File: src/design/kbl_pkg.sv
package kbl_pkg;

   localparam int unsigned CntWidth   = 9;
   localparam int unsigned TimerWidth = 16;
   localparam int unsigned CsrWidth   = 16;
   localparam int unsigned CsrIdxWidth = 2;

   localparam logic [7:0] InvMask = 8'hFF;

   localparam logic [CntWidth-1:0]   MaxBlockReset   = 9'd64;
   localparam logic [TimerWidth-1:0] FirstTmoReset   = 16'd2000;
   localparam logic [TimerWidth-1:0] ByteTmoReset    = 16'd1000;

   typedef enum logic [CsrIdxWidth-1:0] {
      CSR_MAX_BLOCK = 2'd0,
      CSR_FIRST_TMO = 2'd1,
      CSR_BYTE_TMO  = 2'd2
   } csr_idx_type;

   typedef enum logic [1:0] {
      OP_START = 2'd0,
      OP_RX    = 2'd1,
      OP_TICK  = 2'd2,
      OP_SEND  = 2'd3
   } op_type;

   typedef enum logic [1:0] {
      MODE_IDLE = 2'd0,
      MODE_RECV = 2'd1,
      MODE_ECHO = 2'd2
   } mode_type;

   typedef enum logic [2:0] {
      ST_IDLE     = 3'd0,
      ST_PROGRESS = 3'd1,
      ST_DONE     = 3'd2,
      ST_CNT_ERR  = 3'd3,
      ST_ECHO_ERR = 3'd4,
      ST_TIMEOUT  = 3'd5,
      ST_TOO_LONG = 3'd6,
      ST_IGNORED  = 3'd7
   } status_type;

   typedef struct packed {
      logic [1:0]          op;
      logic [7:0]          line_byte;
      logic [CntWidth-1:0] expected_size;
      logic [7:0]          send_data;
      logic                send_last;
   } req_type;

   typedef struct packed {
      logic       tx_valid;
      logic [7:0] tx_byte;
      logic       rx_valid;
      logic [7:0] rx_byte;
      logic       rx_last;
      logic [2:0] status;
      logic [7:0] block_count;
   } rsp_type;

   typedef struct packed {
      logic [CntWidth-1:0]   max_block_bytes;
      logic [TimerWidth-1:0] first_byte_timeout_ms;
      logic [TimerWidth-1:0] byte_timeout_ms;
   } cfg_type;

endpackage

File: src/design/kbl_if.sv
interface kbl_req_if;
   logic       valid;
   logic       ready;
   logic [1:0] op;
   logic [7:0] line_byte;
   logic [8:0] expected_size;
   logic [7:0] send_data;
   logic       send_last;

   modport source (output valid, op, line_byte, expected_size, send_data, send_last,
                   input ready);
   modport sink   (input valid, op, line_byte, expected_size, send_data, send_last,
                   output ready);
endinterface

interface kbl_rsp_if;
   logic       valid;
   logic       ready;
   logic       tx_valid;
   logic [7:0] tx_byte;
   logic       rx_valid;
   logic [7:0] rx_byte;
   logic       rx_last;
   logic [2:0] status;
   logic [7:0] block_count;

   modport source (output valid, tx_valid, tx_byte, rx_valid, rx_byte, rx_last, status,
                   block_count, input ready);
   modport sink   (input valid, tx_valid, tx_byte, rx_valid, rx_byte, rx_last, status,
                   block_count, output ready);
endinterface

File: src/design/keyword_block_link_engine.sv
// Block link layer for a byte-oriented diagnostic serial line.
// req_chan carries one event per beat: start receive, line byte, millisecond
// tick or send byte. rsp_chan returns exactly one result beat per request beat,
// in order: bytes to drive onto the line, received block bytes, status and the
// block counter.
// A request accepted from req_chan is registered in the request register,
// evaluated against the link state by combinational logic, and its result is
// registered in the result register, which drives rsp_chan.
// Throughput: one beat per cycle while rsp_chan does not stall; the link state
// update for an event is combinational logic between the two registers.
// csr_we/csr_index/csr_wdata write the limits and timeouts; write them only
// while no beat is in flight.
// Reset clears the link to idle, the block counter to zero and restores the
// register defaults (64 bytes, 2000 ms, 1000 ms).
// When rsp_chan stalls, the result register holds and the request register
// takes one more beat; after that req_chan.ready drops until the sink takes
// the pending result.
module keyword_block_link_engine (
   input  logic                             clock,
   input  logic                             reset,
   kbl_req_if.sink                          req_chan,
   kbl_rsp_if.source                        rsp_chan,
   input  logic                             csr_we,
   input  logic [kbl_pkg::CsrIdxWidth-1:0]  csr_index,
   input  logic [kbl_pkg::CsrWidth-1:0]     csr_wdata
);

   kbl_pkg::cfg_type cfg;
   kbl_pkg::req_type req_ff, req_in;
   kbl_pkg::rsp_type rsp_ff, step_rsp;
   logic             req_valid_ff, req_valid_in;
   logic             rsp_valid_ff, rsp_valid_in;
   logic             advance;
   logic             req_take;

   kbl_csr u_csr (
      .clock     (clock),
      .reset     (reset),
      .csr_we    (csr_we),
      .csr_index (csr_index),
      .csr_wdata (csr_wdata),
      .cfg       (cfg)
   );

   kbl_core u_core (
      .clock   (clock),
      .reset   (reset),
      .step_en (advance),
      .item    (req_ff),
      .cfg     (cfg),
      .result  (step_rsp)
   );

   assign advance        = req_valid_ff && (!rsp_valid_ff || rsp_chan.ready);
   assign req_chan.ready = !req_valid_ff || advance;
   assign req_take       = req_chan.valid && req_chan.ready;

   always_comb begin
      req_in.op            = req_chan.op;
      req_in.line_byte     = req_chan.line_byte;
      req_in.expected_size = req_chan.expected_size;
      req_in.send_data     = req_chan.send_data;
      req_in.send_last     = req_chan.send_last;
      req_valid_in = req_take ? 1'b1 : (advance ? 1'b0 : req_valid_ff);
      rsp_valid_in = advance ? 1'b1 : ((rsp_valid_ff && !rsp_chan.ready) ? 1'b1 : 1'b0);
   end

   always_ff @(posedge clock) begin
      if (reset) begin
         req_valid_ff <= 1'b0;
         rsp_valid_ff <= 1'b0;
      end else begin
         req_valid_ff <= req_valid_in;
         rsp_valid_ff <= rsp_valid_in;
      end
   end

   always_ff @(posedge clock) begin
      if (req_take) begin
         req_ff <= req_in;
      end
      if (advance) begin
         rsp_ff <= step_rsp;
      end
   end

   assign rsp_chan.valid       = rsp_valid_ff;
   assign rsp_chan.tx_valid    = rsp_ff.tx_valid;
   assign rsp_chan.tx_byte     = rsp_ff.tx_byte;
   assign rsp_chan.rx_valid    = rsp_ff.rx_valid;
   assign rsp_chan.rx_byte     = rsp_ff.rx_byte;
   assign rsp_chan.rx_last     = rsp_ff.rx_last;
   assign rsp_chan.status      = rsp_ff.status;
   assign rsp_chan.block_count = rsp_ff.block_count;

endmodule

File: src/design/kbl_csr.sv
module kbl_csr (
   input  logic                                 clock,
   input  logic                                 reset,
   input  logic                                 csr_we,
   input  logic [kbl_pkg::CsrIdxWidth-1:0]      csr_index,
   input  logic [kbl_pkg::CsrWidth-1:0]         csr_wdata,
   output kbl_pkg::cfg_type                     cfg
);

   kbl_pkg::cfg_type cfg_ff, cfg_in;

   always_comb begin
      cfg_in = cfg_ff;
      if (csr_we) begin
         case (csr_index)
            kbl_pkg::CSR_MAX_BLOCK:
               cfg_in.max_block_bytes = csr_wdata[kbl_pkg::CntWidth-1:0];
            kbl_pkg::CSR_FIRST_TMO:
               cfg_in.first_byte_timeout_ms = csr_wdata[kbl_pkg::TimerWidth-1:0];
            kbl_pkg::CSR_BYTE_TMO:
               cfg_in.byte_timeout_ms = csr_wdata[kbl_pkg::TimerWidth-1:0];
            default: cfg_in = cfg_ff;
         endcase
      end
   end

   always_ff @(posedge clock) begin
      if (reset) begin
         cfg_ff.max_block_bytes       <= kbl_pkg::MaxBlockReset;
         cfg_ff.first_byte_timeout_ms <= kbl_pkg::FirstTmoReset;
         cfg_ff.byte_timeout_ms       <= kbl_pkg::ByteTmoReset;
      end else begin
         cfg_ff <= cfg_in;
      end
   end

   assign cfg = cfg_ff;

endmodule

File: src/design/kbl_core.sv
module kbl_core (
   input  logic             clock,
   input  logic             reset,
   input  logic             step_en,
   input  kbl_pkg::req_type item,
   input  kbl_pkg::cfg_type cfg,
   output kbl_pkg::rsp_type result
);

   localparam int unsigned CW = kbl_pkg::CntWidth;
   localparam int unsigned TW = kbl_pkg::TimerWidth;

   logic [7:0]       block_counter_ff, block_counter_in;
   kbl_pkg::mode_type link_mode_ff, link_mode_in;
   logic [CW-1:0]    received_count_ff, received_count_in;
   logic [CW-1:0]    target_size_ff, target_size_in;
   logic             length_mode_ff, length_mode_in;
   logic [TW-1:0]    timeout_left_ff, timeout_left_in;
   logic [7:0]       sent_byte_ff, sent_byte_in;

   logic             fail;
   kbl_pkg::status_type st;

   always_comb begin
      block_counter_in  = block_counter_ff;
      link_mode_in      = link_mode_ff;
      received_count_in = received_count_ff;
      target_size_in    = target_size_ff;
      length_mode_in    = length_mode_ff;
      timeout_left_in   = timeout_left_ff;
      sent_byte_in      = sent_byte_ff;
      fail              = 1'b0;
      st                = kbl_pkg::ST_IGNORED;
      result            = '0;

      case (kbl_pkg::op_type'(item.op))
         kbl_pkg::OP_START: begin
            if (item.expected_size > cfg.max_block_bytes) begin
               link_mode_in = kbl_pkg::MODE_IDLE;
               st = kbl_pkg::ST_TOO_LONG;
            end else begin
               link_mode_in      = kbl_pkg::MODE_RECV;
               received_count_in = '0;
               target_size_in    = item.expected_size;
               length_mode_in    = (item.expected_size == '0);
               timeout_left_in   = cfg.first_byte_timeout_ms;
               st = kbl_pkg::ST_PROGRESS;
            end
         end
         kbl_pkg::OP_RX: begin
            if (link_mode_ff == kbl_pkg::MODE_RECV) begin
               received_count_in = received_count_ff + CW'(1);
               if (length_mode_ff && received_count_in == CW'(1)) begin
                  target_size_in = {1'b0, item.line_byte} + CW'(1);
                  if (target_size_in > cfg.max_block_bytes) begin
                     fail = 1'b1;
                     st = kbl_pkg::ST_TOO_LONG;
                  end
               end
               if (!fail && length_mode_ff && received_count_in == CW'(2) &&
                   item.line_byte != block_counter_ff) begin
                  fail = 1'b1;
                  st = kbl_pkg::ST_CNT_ERR;
               end
               if (fail) begin
                  link_mode_in = kbl_pkg::MODE_IDLE;
               end else begin
                  if ((!length_mode_ff && received_count_in == target_size_in) ||
                      (length_mode_ff && received_count_in < target_size_in)) begin
                     result.tx_valid = 1'b1;
                     result.tx_byte  = item.line_byte ^ kbl_pkg::InvMask;
                  end
                  result.rx_valid = 1'b1;
                  result.rx_byte  = item.line_byte;
                  timeout_left_in = cfg.byte_timeout_ms;
                  if (received_count_in == target_size_in) begin
                     result.rx_last   = 1'b1;
                     block_counter_in = block_counter_ff + 8'd1;
                     link_mode_in     = kbl_pkg::MODE_IDLE;
                     st = kbl_pkg::ST_DONE;
                  end else begin
                     st = kbl_pkg::ST_PROGRESS;
                  end
               end
            end else if (link_mode_ff == kbl_pkg::MODE_ECHO) begin
               link_mode_in = kbl_pkg::MODE_IDLE;
               st = (item.line_byte == (sent_byte_ff ^ kbl_pkg::InvMask)) ?
                    kbl_pkg::ST_PROGRESS : kbl_pkg::ST_ECHO_ERR;
            end else begin
               st = kbl_pkg::ST_IGNORED;
            end
         end
         kbl_pkg::OP_TICK: begin
            if (link_mode_ff == kbl_pkg::MODE_IDLE) begin
               st = kbl_pkg::ST_IDLE;
            end else if (timeout_left_ff <= TW'(1)) begin
               timeout_left_in = '0;
               link_mode_in    = kbl_pkg::MODE_IDLE;
               st = kbl_pkg::ST_TIMEOUT;
            end else begin
               timeout_left_in = timeout_left_ff - TW'(1);
               st = kbl_pkg::ST_PROGRESS;
            end
         end
         kbl_pkg::OP_SEND: begin
            if (link_mode_ff == kbl_pkg::MODE_IDLE) begin
               result.tx_valid = 1'b1;
               result.tx_byte  = item.send_data;
               sent_byte_in    = item.send_data;
               if (item.send_last) begin
                  block_counter_in = block_counter_ff + 8'd1;
                  st = kbl_pkg::ST_DONE;
               end else begin
                  link_mode_in    = kbl_pkg::MODE_ECHO;
                  timeout_left_in = cfg.byte_timeout_ms;
                  st = kbl_pkg::ST_PROGRESS;
               end
            end else begin
               st = kbl_pkg::ST_IGNORED;
            end
         end
         default: st = kbl_pkg::ST_IGNORED;
      endcase

      result.status      = st;
      result.block_count = block_counter_in;
   end

   always_ff @(posedge clock) begin
      if (reset) begin
         block_counter_ff  <= '0;
         link_mode_ff      <= kbl_pkg::MODE_IDLE;
         received_count_ff <= '0;
         target_size_ff    <= '0;
         length_mode_ff    <= 1'b0;
         timeout_left_ff   <= '0;
         sent_byte_ff      <= '0;
      end else if (step_en) begin
         block_counter_ff  <= block_counter_in;
         link_mode_ff      <= link_mode_in;
         received_count_ff <= received_count_in;
         target_size_ff    <= target_size_in;
         length_mode_ff    <= length_mode_in;
         timeout_left_ff   <= timeout_left_in;
         sent_byte_ff      <= sent_byte_in;
      end
   end

endmodule

File: src/flat_wrapper.sv
// flat-port wrapper written by rule: the top's interface ports become plain ports
module keyword_block_link_engine_flat 
  (clock, reset, csr_we, csr_index, csr_wdata, req_chan_valid, req_chan_op, req_chan_line_byte, req_chan_expected_size, req_chan_send_data, req_chan_send_last, req_chan_ready, rsp_chan_valid, rsp_chan_tx_valid, rsp_chan_tx_byte, rsp_chan_rx_valid, rsp_chan_rx_byte, rsp_chan_rx_last, rsp_chan_status, rsp_chan_block_count, rsp_chan_ready);
  kbl_req_if req_chan_i ();
  kbl_rsp_if rsp_chan_i ();
  input  logic clock;
  input  logic reset;
  input  logic csr_we;
  input  logic [kbl_pkg::CsrIdxWidth-1:0] csr_index;
  input  logic [kbl_pkg::CsrWidth-1:0] csr_wdata;
  input wire logic [$bits(req_chan_i.valid)-1:0] req_chan_valid;
  input wire logic [$bits(req_chan_i.op)-1:0] req_chan_op;
  input wire logic [$bits(req_chan_i.line_byte)-1:0] req_chan_line_byte;
  input wire logic [$bits(req_chan_i.expected_size)-1:0] req_chan_expected_size;
  input wire logic [$bits(req_chan_i.send_data)-1:0] req_chan_send_data;
  input wire logic [$bits(req_chan_i.send_last)-1:0] req_chan_send_last;
  output wire logic [$bits(req_chan_i.ready)-1:0] req_chan_ready;
  output wire logic [$bits(rsp_chan_i.valid)-1:0] rsp_chan_valid;
  output wire logic [$bits(rsp_chan_i.tx_valid)-1:0] rsp_chan_tx_valid;
  output wire logic [$bits(rsp_chan_i.tx_byte)-1:0] rsp_chan_tx_byte;
  output wire logic [$bits(rsp_chan_i.rx_valid)-1:0] rsp_chan_rx_valid;
  output wire logic [$bits(rsp_chan_i.rx_byte)-1:0] rsp_chan_rx_byte;
  output wire logic [$bits(rsp_chan_i.rx_last)-1:0] rsp_chan_rx_last;
  output wire logic [$bits(rsp_chan_i.status)-1:0] rsp_chan_status;
  output wire logic [$bits(rsp_chan_i.block_count)-1:0] rsp_chan_block_count;
  input wire logic [$bits(rsp_chan_i.ready)-1:0] rsp_chan_ready;
  assign req_chan_i.valid = req_chan_valid;
  assign req_chan_i.op = req_chan_op;
  assign req_chan_i.line_byte = req_chan_line_byte;
  assign req_chan_i.expected_size = req_chan_expected_size;
  assign req_chan_i.send_data = req_chan_send_data;
  assign req_chan_i.send_last = req_chan_send_last;
  assign req_chan_ready = req_chan_i.ready;
  assign rsp_chan_valid = rsp_chan_i.valid;
  assign rsp_chan_tx_valid = rsp_chan_i.tx_valid;
  assign rsp_chan_tx_byte = rsp_chan_i.tx_byte;
  assign rsp_chan_rx_valid = rsp_chan_i.rx_valid;
  assign rsp_chan_rx_byte = rsp_chan_i.rx_byte;
  assign rsp_chan_rx_last = rsp_chan_i.rx_last;
  assign rsp_chan_status = rsp_chan_i.status;
  assign rsp_chan_block_count = rsp_chan_i.block_count;
  assign rsp_chan_i.ready = rsp_chan_ready;
  keyword_block_link_engine u_core (.clock(clock), .reset(reset), .req_chan(req_chan_i), .rsp_chan(rsp_chan_i), .csr_we(csr_we), .csr_index(csr_index), .csr_wdata(csr_wdata));
endmodule
File: config.mk
export PLATFORM = sky130hd
export DESIGN_NAME = keyword_block_link_engine_flat
export DESIGN_NICKNAME = d
export VERILOG_FILES = /design/src/design/kbl_pkg.sv /design/src/design/kbl_if.sv /design/src/design/keyword_block_link_engine.sv /design/src/design/kbl_csr.sv /design/src/design/kbl_core.sv /design/src/flat_wrapper.sv
export SDC_FILE = /design/constraint.sdc
export NUM_CORES = 1
export LEC_CHECK = 0
export BUFFER_PORTS_ARGS = -buffer_cell sky130_fd_sc_hd__buf_2
export CORE_UTILIZATION = 35
export CTS_BUF_LIST = sky130_fd_sc_hd__clkbuf_8
export DETAILED_ROUTE_END_ITERATION = 8
export PLACE_DENSITY = 0.63
export SYNTH_ARGS = -nofsm -noshare
export SYNTH_HDL_FRONTEND = slang
export SYNTH_SLANG_ARGS = --single-unit
File: constraint.sdc
create_clock -name clock -period 4.09 [get_ports clock]
set_input_delay 0.818 -clock clock [delete_from_list [all_inputs] [get_ports clock]]
set_output_delay 0.818 -clock clock [all_outputs]
set_load 0.03 [all_outputs]
Word-level counts from Yosys, hierarchy flattened
Cells that the tools add are included.
Word-level totals
  register bits after elaboration: 154
  input bits: 51
  output and inout bits: 32
Operators by class
  add/sub/neg operators: 4
  magnitude comparators: 4
  eq/ne operators: 21
  muxes and demuxes: 64
  bitwise operators: 5
  reductions and logical operators: 33
Operator list (count)
  2-to-1 mux 16 bit: 7
  2-to-1 mux 9 bit: 9
  one-hot mux 16 bit (4 select lines): 1
  one-hot mux 9 bit (2 select lines): 3
  2-to-1 mux 8 bit: 5
  2-to-1 mux 19 bit: 2
  2-to-1 mux 3 bit: 9
  2-to-1 mux 2 bit: 10
  greater-than comparator 9 bit: 2
  <= comparator 16 x 1 -> 1 bit (second input constant): 1
  inverter 8 bit: 2
  one-hot mux 8 bit (2 select lines): 1
  subtractor 16 x 1 -> 16 bit (second input constant): 1
  2-to-1 mux 1 bit: 15
  != test 2 bit (second input constant): 7
  AND reduction 7 bit: 2
  one-hot mux 3 bit (4 select lines): 1
  adder 8 x 1 -> 9 bit (second input constant): 1
  adder 9 x 1 -> 9 bit (second input constant): 1
  == test 9 x 1 -> 1 bit (second input constant): 1
  == test 9 x 2 -> 1 bit (second input constant): 1
  == test 9 bit: 1
  logical AND 1 bit: 9
  zero test 9 bit: 1
  18 further kinds: 38

Depth between registers and ports, before layout
Gate-level depths: netlist of the first run.
  depth after elaboration: 16
  gate-level depth with buffers: 17
  gate-level depth less buffers: 14

By module
A second synthesis of the first run with hierarchy kept.
Second synthesis, totals
  cells, all modules: 854
  area, all modules: 8115.3 µm²
Modules (own cells, without submodules)
  kbl_core: instances 1, cells an instance 623, area an instance 4568.1 µm²
  keyword_block_link_engine: instances 1, cells an instance 68, area an instance 1845.5 µm²
  kbl_csr: instances 1, cells an instance 163, area an instance 1701.6 µm²

Worst setup path after synthesis of the first run
No wires, ideal clock.
  kind: reg-to-reg
  start point: register u_core.u_core.received_count_ff[0]
  end point: register u_core.rsp_ff, in the netlist u_core.rsp_chan.block_count[1] (data pin)
  setup time: 0.260 ns
  arrival: 4.099 ns
  required time: 3.830 ns
  setup slack: -0.269 ns
  cell stages (with the launch flop): 16
  cell sequence: dfxtp_1 > ha_1 > nand3_2 > o31a_1 > nor4_1 > nand3_1 > mux2i_1 > ha_1 > and4_1 > nand2_1 > or2_2 > clkbuf_1 > or3_1 > a211oi_1 > o21ai_1 > mux2_2
RTL lines
  start: declaration: line kbl_core.sv:15  | logic [CW-1:0] received_count_ff, received_count_in;
  start signal: assignment: line kbl_core.sv:141  | received_count_ff <= received_count_in;
  end signal: assignment: line keyword_block_link_engine.sv:83  | rsp_ff <= step_rsp;
  end: declaration: line keyword_block_link_engine.sv:30  | kbl_pkg::rsp_type rsp_ff, step_rsp;

==> impl_metrics.yaml, run 1 <==
worst_setup_path:
  crit_arrival_ns: 4.10
  cp.depth: 15
  worstRegToRegCells: 15
  max_stage_delay_ns: 0.38
  crit_chain: "ha_4 -> and3_4 -> a41oi_4 -> nor4_4 -> nand3_4 -> mux2i_2 -> ha_1 -> and4_4 -> nand2_1 -> or2_4 -> or3_4 -> a211oi_2 -> buf_4 -> o21ai_1 -> mux2_2"
  worstSetupStartpoint: "u_core.u_core.received_count_ff[1]"
  path_delay_family: "simple AND/OR/NAND/NOR gates"
  r2r_slack_ns: 0.22
  crit_path_start_kind: "register"
  cp_slowest_cell: "nor4_4"
  crit_path_end_kind: "register"
  critPathMaxFanout: 7
  crit_end: "u_core.rsp_chan.block_count[1]"
  worstSetupPathType: "register to register"
  required_ns: 4.32
  r2r_start: "u_core.u_core.received_count_ff[1]"
  reg2reg_to: "u_core.rsp_chan.block_count[1]"
  path_buf_inv: 1
synthesis:
  yosys-top-cells-area: "dfxtp_1, edfxtp_1, nand2_1"
  yosys.cell_types.count: 77
  synthArstFlopShare_pct: 0
  ys_seq_area_share_pct: 43.6
  synthesis.nets: 1014
  synth_flop_cell: "dfxtp_1"
  synth_top_area_share_pct: 22.9
  netlist_area_sq_um: 8410
  synth_seq_cells: 154
  synth_area_leader_cell: "dfxtp_1"
  synthCells: 926
  syn_area_per_cell_sq_um: 9.08
  synth_edf_count: 58
  yosysWarnings: 0
layout:
  area_delta_synth_final_pct: 16.8
  final_cell_area_sq_um: 9820
  final_cells: 1340
  fin_util_pct: 41.7
  final_common_cell: "nand2_1"
  nets: 1096
  nFillCells: 2337
  multi_input_area_sq_um: 4460
  antennaDiodeCount: 0
  regArea_sq_um: 3670
  final_cell_mix: "nand2_1, dfxtp_1, buf_2"
  drive_gt1_share_pct: 20.2
flow_run:
  drv_cap: 0
clock_network:
  cts_buffers: 17
  insertion_delay_ns: 0.47
  postCtsHoldBufs: 0
  clock_path_buffers: 2
  cts_tree: "built"
  clkSlewWorstSetupHoldPaths_ns: 0.09
  root_buffer: "clkbuf_8"
  cts_sinks: 154
  htree_levels: 4
sta:
  fin_skew_ns: 0.0161
  fin_crit_ns: 3.87
  rsz0062_at_grt: "no"
  timing.fmax_mhz: 259
  worstMarginPinSlew_ns: 1.16
  slew_viol_final: 0
  finalHoldViolations: 0
  fin_crit_sh_pct: 94.5
  finalSetupViolCount: 0
  fin_ws_ns: 0.224
  slew_headroom_pct: 22.3
  fin_tns_setup_ns: 0
route:
  vias_per_cell: 5.47
  drt-total-wl_um: 22900
  wl_per_cell_um: 17.1
  drc: 0
  ant_nets: 0
  dr_total_vias: 7329
  first_pass_iters: 5
  drt_iter0_drc: 621
die:
  placement_rows: 56
  dieWidth_um: 157
  start_util_pct: 35.7
  die_y_um: 157
  die-area_sq_um: 24600
  coreArea_sq_um: 23500
  io_pins: 83
worst_hold_path:
  hold_depth: 2
  min_path_type: "register to register"
global_routing:
  grt_max_degree: 43
  grt-ovfl-total: 0
  grt_pass1_vias: 6749
  grt_usage_pct: 18.9
  antenna_found_initial: 0
  grt_pass1_wl_um: 36500
placement:
  gp_congestion: 0.929
  dp_hpwl_um: 16300
  dp.cells: 1302
  io_buffer_count: 82
  placed_cell_area_sq_um: 9290
  preCtsSetupSlack_ns: 0.0184
power_and_ir_drop:
  pwr-share-comb_pct: 14.1
  clkPwrFrac_pct: 35.3
  switching_share_pct: 29.1
  p_switching_uw: 982
  p_int_mw: 2.39
  powerDensity_nw_per_um2: 343
  p_leak_nw: 3.76
  pwr-share-seq_pct: 50.6
  ir_worst_vdd_mv: 0.208
outcome:
  status: "finished, final reports clean"
## cells by family (layout without fill, tap and decap cells)
group | Yosys count | count (layout) | synth area share [%]
AND/OR/NAND/NOR | 357 | 357 | 21.2
AO/OA/AOI/OAI | 233 | 233 | 19.8
flip-flops | 154 | 154 | 43.6
buffers and inverters | 97 | 192 | 4.69
adder cells (fa/ha/maj) | 37 | 37 | 5.51
XOR/XNOR | 36 | 36 | 3.75
multiplexers | 12 | 12 | 1.46
## worst min path at each step
stage,start,to,slack [ns]
detailed placement,u_core.u_csr.cfg[0],u_core.u_csr.cfg[0],0.44
global placement,u_core.u_csr.cfg[28],u_core.u_csr.cfg[28],0.44
global route,u_core.u_csr.cfg[0],u_core.u_csr.cfg[0],0.48
finish,u_core.u_csr.cfg[0],u_core.u_csr.cfg[0],0.45
floorplan,u_core.u_core.target_size_ff[1],u_core.u_core.target_size_ff[1],0.43
CTS,u_core.u_csr.cfg[0],u_core.u_csr.cfg[0],0.46
## power by group through the flow
stage	Sequential, mW	Combinational [mW]	Clock [mW]
2_1_floorplan	1.74	0.306	0
3_3_place_gp	1.74	0.462	0
3_5_place_dp	1.74	0.467	0
4_1_cts	1.70	0.469	1.21
5_1_grt	1.71	0.524	1.27
6_report	1.70	0.476	1.19
## sequential cells by signal, summed over array words and instances, names as in the netlist
| register | flops |
|---|---|
| u_core.u_core.timeout_left_ff | 16 |
| u_core.rsp_chan.tx_byte | 8 |
| u_core.req_valid_ff | 1 |
| u_core.u_core.length_mode_ff | 1 |
| u_core.u_core.sent_byte_ff | 8 |
| u_core.u_core.received_count_ff | 9 |
| u_core.rsp_chan.valid | 1 |
| u_core.u_core.target_size_ff | 9 |
| u_core.req_ff | 28 |
| u_core.rsp_chan.tx_valid | 1 |
| u_core.rsp_chan.status | 3 |
| u_core.u_csr.cfg | 41 |
| u_core.rsp_chan.block_count | 8 |
| u_core.u_core.link_mode_ff | 2 |
| u_core.rsp_chan.rx_valid | 1 |
| u_core.u_core.block_counter_ff | 8 |
| u_core.rsp_chan.rx_byte | 8 |
| u_core.rsp_chan.rx_last | 1 |
## tightest hold or removal path, delay by kind of cell, from the launching register on
kind | cells | cell delay (ns)
flip-flops | 1 | 0.31
AND/OR/NAND/NOR | 1 | 0.05
AO/OA/AOI/OAI | 1 | 0.05
## routing by layer
layer / vias to the layer above / wire (um) / part of all wire, % / global-route usage, %
li1: 3562 / - / - / -
met1: 3492 / 10700 / 47 / 26.0
met2: 244 / 10400 / 45 / 29.4
met3: 31 / 1360 / 5.9 / 3.55
met4: 0 / 472 / 2.1 / 7.10
met5: - / 0 / 0 / 0
## synth_stat cells, types with 3 or more instances
library cell,count
a211o_1,6
a211oi_1,3
a21oi_1,77
a221o_1,5
a311oi_1,3
a31oi_1,6
a32o_1,10
a41oi_1,6
and2_1,3
and3_1,21
buf_1,4
buf_2,6
buf_6,3
clkbuf_1,54
dfxtp_1,96
edfxtp_1,58
ha_1,37
inv_1,29
mux2i_1,10
nand2_1,143
nand2b_1,5
nand3_1,33
nand3b_1,3
nand4_1,16
nand4b_1,10
nor2_1,56
nor2b_1,10
nor3_1,9
nor3b_1,13
nor4_1,8
o2111ai_1,3
o211a_1,7
o211ai_1,19
o21a_1,4
o21ai_0,30
o221ai_1,4
o311ai_0,12
o311ai_2,5
o31ai_1,5
o41ai_1,3
or2_2,6
or3_1,7
xnor2_1,32
xor2_1,4
## metrics by stage
| stage | hold WS [ns] | power (mW) |
|---|---|---|
| floorplan | 0.432 | 2.05 |
| global placement | 0.442 | 2.20 |
| detailed placement | 0.445 | 2.21 |
| CTS | 0.456 | 3.38 |
| global route | 0.481 | 3.51 |
| finish | 0.452 | 3.37 |
## final cells by class
| type | count | share of cell area (%) |
|---|---|---|
| Clock buffer | 18 | 2.52 |
| Sequential cell | 154 | 37.4 |
| Multi-Input combinational cell | 675 | 45.4 |
| Tap cell | 319 | 4.06 |
| Timing Repair Buffer | 130 | 7.98 |
| Inverter | 30 | 1.15 |
| Clock inverter | 14 | 1.52 |
## repair_timing
action / CTS / global route
setup endpoints to repair: 1 / 25
cloned: 0 / 0
gates resized for setup: 1 / 16
buffers inserted: 0 / 6
pin swaps: 2 / 7
No activity file was read; power rests on OpenSTA's default activity.
==> inputs of run 2 (changes only) <==
--- a/config.mk
+++ b/config.mk
@@ -6,10 +6,10 @@
 export NUM_CORES = 1
 export LEC_CHECK = 0
 export BUFFER_PORTS_ARGS = -buffer_cell sky130_fd_sc_hd__buf_2
-export CORE_UTILIZATION = 35
+export CORE_UTILIZATION = 30
 export CTS_BUF_LIST = sky130_fd_sc_hd__clkbuf_8
 export DETAILED_ROUTE_END_ITERATION = 8
-export PLACE_DENSITY = 0.63
+export PLACE_DENSITY = 0.57
 export SYNTH_ARGS = -nofsm -noshare
 export SYNTH_HDL_FRONTEND = slang
 export SYNTH_SLANG_ARGS = --single-unit
==> impl_metrics.yaml, run 2 (synthesized netlist as in run 1, its figures left out) <==
route:
  route.met2.wl_um: 10500
  wl_met3_um: 1290
  vias_per_cell: 5.25
  m1WireLength_um: 11400
  drt-total-wl_um: 23500
  dr_total_vias: 7325
  highest_layer: "met4"
  ant_nets: 0
  drc: 0
  drt_iter0_drc: 763
  wl_per_cell_um: 16.8
  first_pass_iters: 5
worst_setup_path:
  crit_arrival_ns: 4.33
  path_delay_family: "simple AND/OR/NAND/NOR gates"
  crit_path_end_kind: "register"
  crit_chain: "ha_4 -> nand3_2 -> o31a_1 -> nor4_4 -> nand3_4 -> mux2i_4 -> ha_4 -> and4_4 -> nand2_1 -> or2_4 -> or3_4 -> a211oi_2 -> buf_4 -> buf_4 -> buf_4 -> o21ai_2 -> mux2_2"
  crit_path_start_kind: "register"
  required_ns: 4.45
  max_stage_delay_ns: 0.36
  crit_top_cell: "buf_4"
  path_buf_inv: 3
  cp_slowest_cell: "dfxtp_2"
  critPathMaxFanout: 7
  worstSetupPathType: "register to register"
sta:
  fin_crit_ns: 3.97
  finalSetupViolCount: 0
  fin_tns_setup_ns: 0
  finalHoldViolations: 0
  worstMarginPinSlew_ns: 0.988
  fin_skew_ns: 0.0192
  slew_headroom_pct: 33.9
  timing.fmax_mhz: 252
  rsz0062_at_grt: "no"
  fin_crit_sh_pct: 97.1
  slew_viol_final: 0
power_and_ir_drop:
  clkPwrFrac_pct: 35.1
  finalPower_mw: 3.37
  switching_share_pct: 29.0
  ir_worst_vdd_mv: 0.196
  p_switching_uw: 977
  powerDensity_nw_per_um2: 340
  pwr-share-comb_pct: 14.2
  p_int_mw: 2.39
  pwr-share-seq_pct: 50.6
  p_leak_nw: 3.78
die:
  die-area_sq_um: 28700
  io_pins: 83
  die_y_um: 169
  start_util_pct: 30.8
  dieWidth_um: 169
  coreArea_sq_um: 27300
  placement_rows: 60
worst_hold_path:
  min_path_type: "register to register"
layout:
  final_cells: 1396
  final_common_cell: "nand2_1"
  nets: 1099
  drive_gt1_share_pct: 20.3
  antennaDiodeCount: 0
  final_cell_mix: "nand2_1, dfxtp_1, buf_2"
  largest_register_ffs: 41
  area_delta_synth_final_pct: 17.9
global_routing:
  antenna_found_initial: 0
  grt_pass1_wl_um: 37000
  grt-ovfl-total: 0
  grt_usage_pct: 16.5
  grt_pass1_vias: 6747
  grt_max_degree: 43
clock_network:
  clkSlewWorstSetupHoldPaths_ns: 0.09
  insertion_delay_ns: 0.47
  cts_buffers: 17
  htree_levels: 4
  clock_path_buffers: 2
  root_buffer: "clkbuf_8"
  cts_tree: "built"
  cts_sinks: 154
placement:
  io_buffer_count: 82
  gp_congestion: 0.864
  dp_hpwl_um: 16800
  dp.cells: 1359
flow_run:
  drv_cap: 0
outcome:
  status: "finished, final reports clean"
-- run 2: cell count changes in the layout (fill, tap and decap cells not counted), sizes merged --
cell / delta
clkinv: +2
buf: +3
clkinvlp: -2
-- run 2: timing repair --
item / 4_1_cts / 5_1_grt
hold buffers: 0 / 0
gates resized for setup: 2 / 13
setup endpoints to repair: 6 / 13
buffers inserted: 1 / 4
pin swaps: 2 / 7
-- run 2: worst reg2reg max path: stages, from the launching register on --
cell      delay, ns
dfxtp_2        0.36
ha_4           0.18
nand3_2        0.09
o31a_1         0.31
nor4_4         0.37
nand3_4        0.19
mux2i_4        0.25
ha_4           0.30
and4_4         0.22
nand2_1        0.07
or2_4          0.26
or3_4          0.32
a211oi_2       0.19
buf_4          0.20
buf_4          0.12
buf_4          0.09
o21ai_2        0.06
mux2_2         0.30
-- run 2: per-stage QoR --
stage               utilization, %  setup slack [ns]  hold WS (ns)  cell area (sq um)
finish                        36.4             0.117         0.451               9910
global route                  36.4           0.00526         0.470               9910
CTS                           36.0           0.00131         0.453               9820
detailed placement            34.5           -0.0251         0.442               9400
global placement              34.5            0.0305         0.440               9400
floorplan                        -            0.0553         0.432               8430
-- run 2: layout make-up --
class | instances | area [sq um]
Tap cell | 372 | 465
Timing Repair Buffer | 133 | 818
Clock buffer | 18 | 248
Sequential cell | 154 | 3670
Fill cell | 2766 | 17300
Multi-Input combinational cell | 675 | 4450
Clock inverter | 14 | 148
Inverter | 30 | 113
-- run 2: path summary, 6_finish.rpt --
path | start | slack, ns | to | cells past startpoint
setup / recovery | u_core.u_core.received_count_ff[1] | 0.12 | u_core.u_core.block_counter_ff[0] | 17
hold / removal | u_core.u_csr.cfg[16] | 0.45 | u_core.u_csr.cfg[16] | 2
setup reg to reg | u_core.u_core.received_count_ff[1] | 0.12 | u_core.u_core.block_counter_ff[0] | 17
hold reg to reg | u_core.u_csr.cfg[16] | 0.45 | u_core.u_csr.cfg[16] | 2
-- run 2: power by group through the flow --
stage          combinational, mW  clock [mW]  sequential (mW)
6_report                   0.480        1.18             1.70
5_1_grt                    0.528        1.27             1.71
4_1_cts                    0.476        1.21             1.70
3_5_place_dp               0.473           0             1.74
3_3_place_gp               0.469           0             1.74
2_1_floorplan              0.306           0             1.74
-- run 2: routing by layer --
metal,vias up,GRT usage (%)
met2,212,25.5
met3,21,2.61
met5,-,0
met4,0,4.78
met1,3522,23.6
li1,3570,-
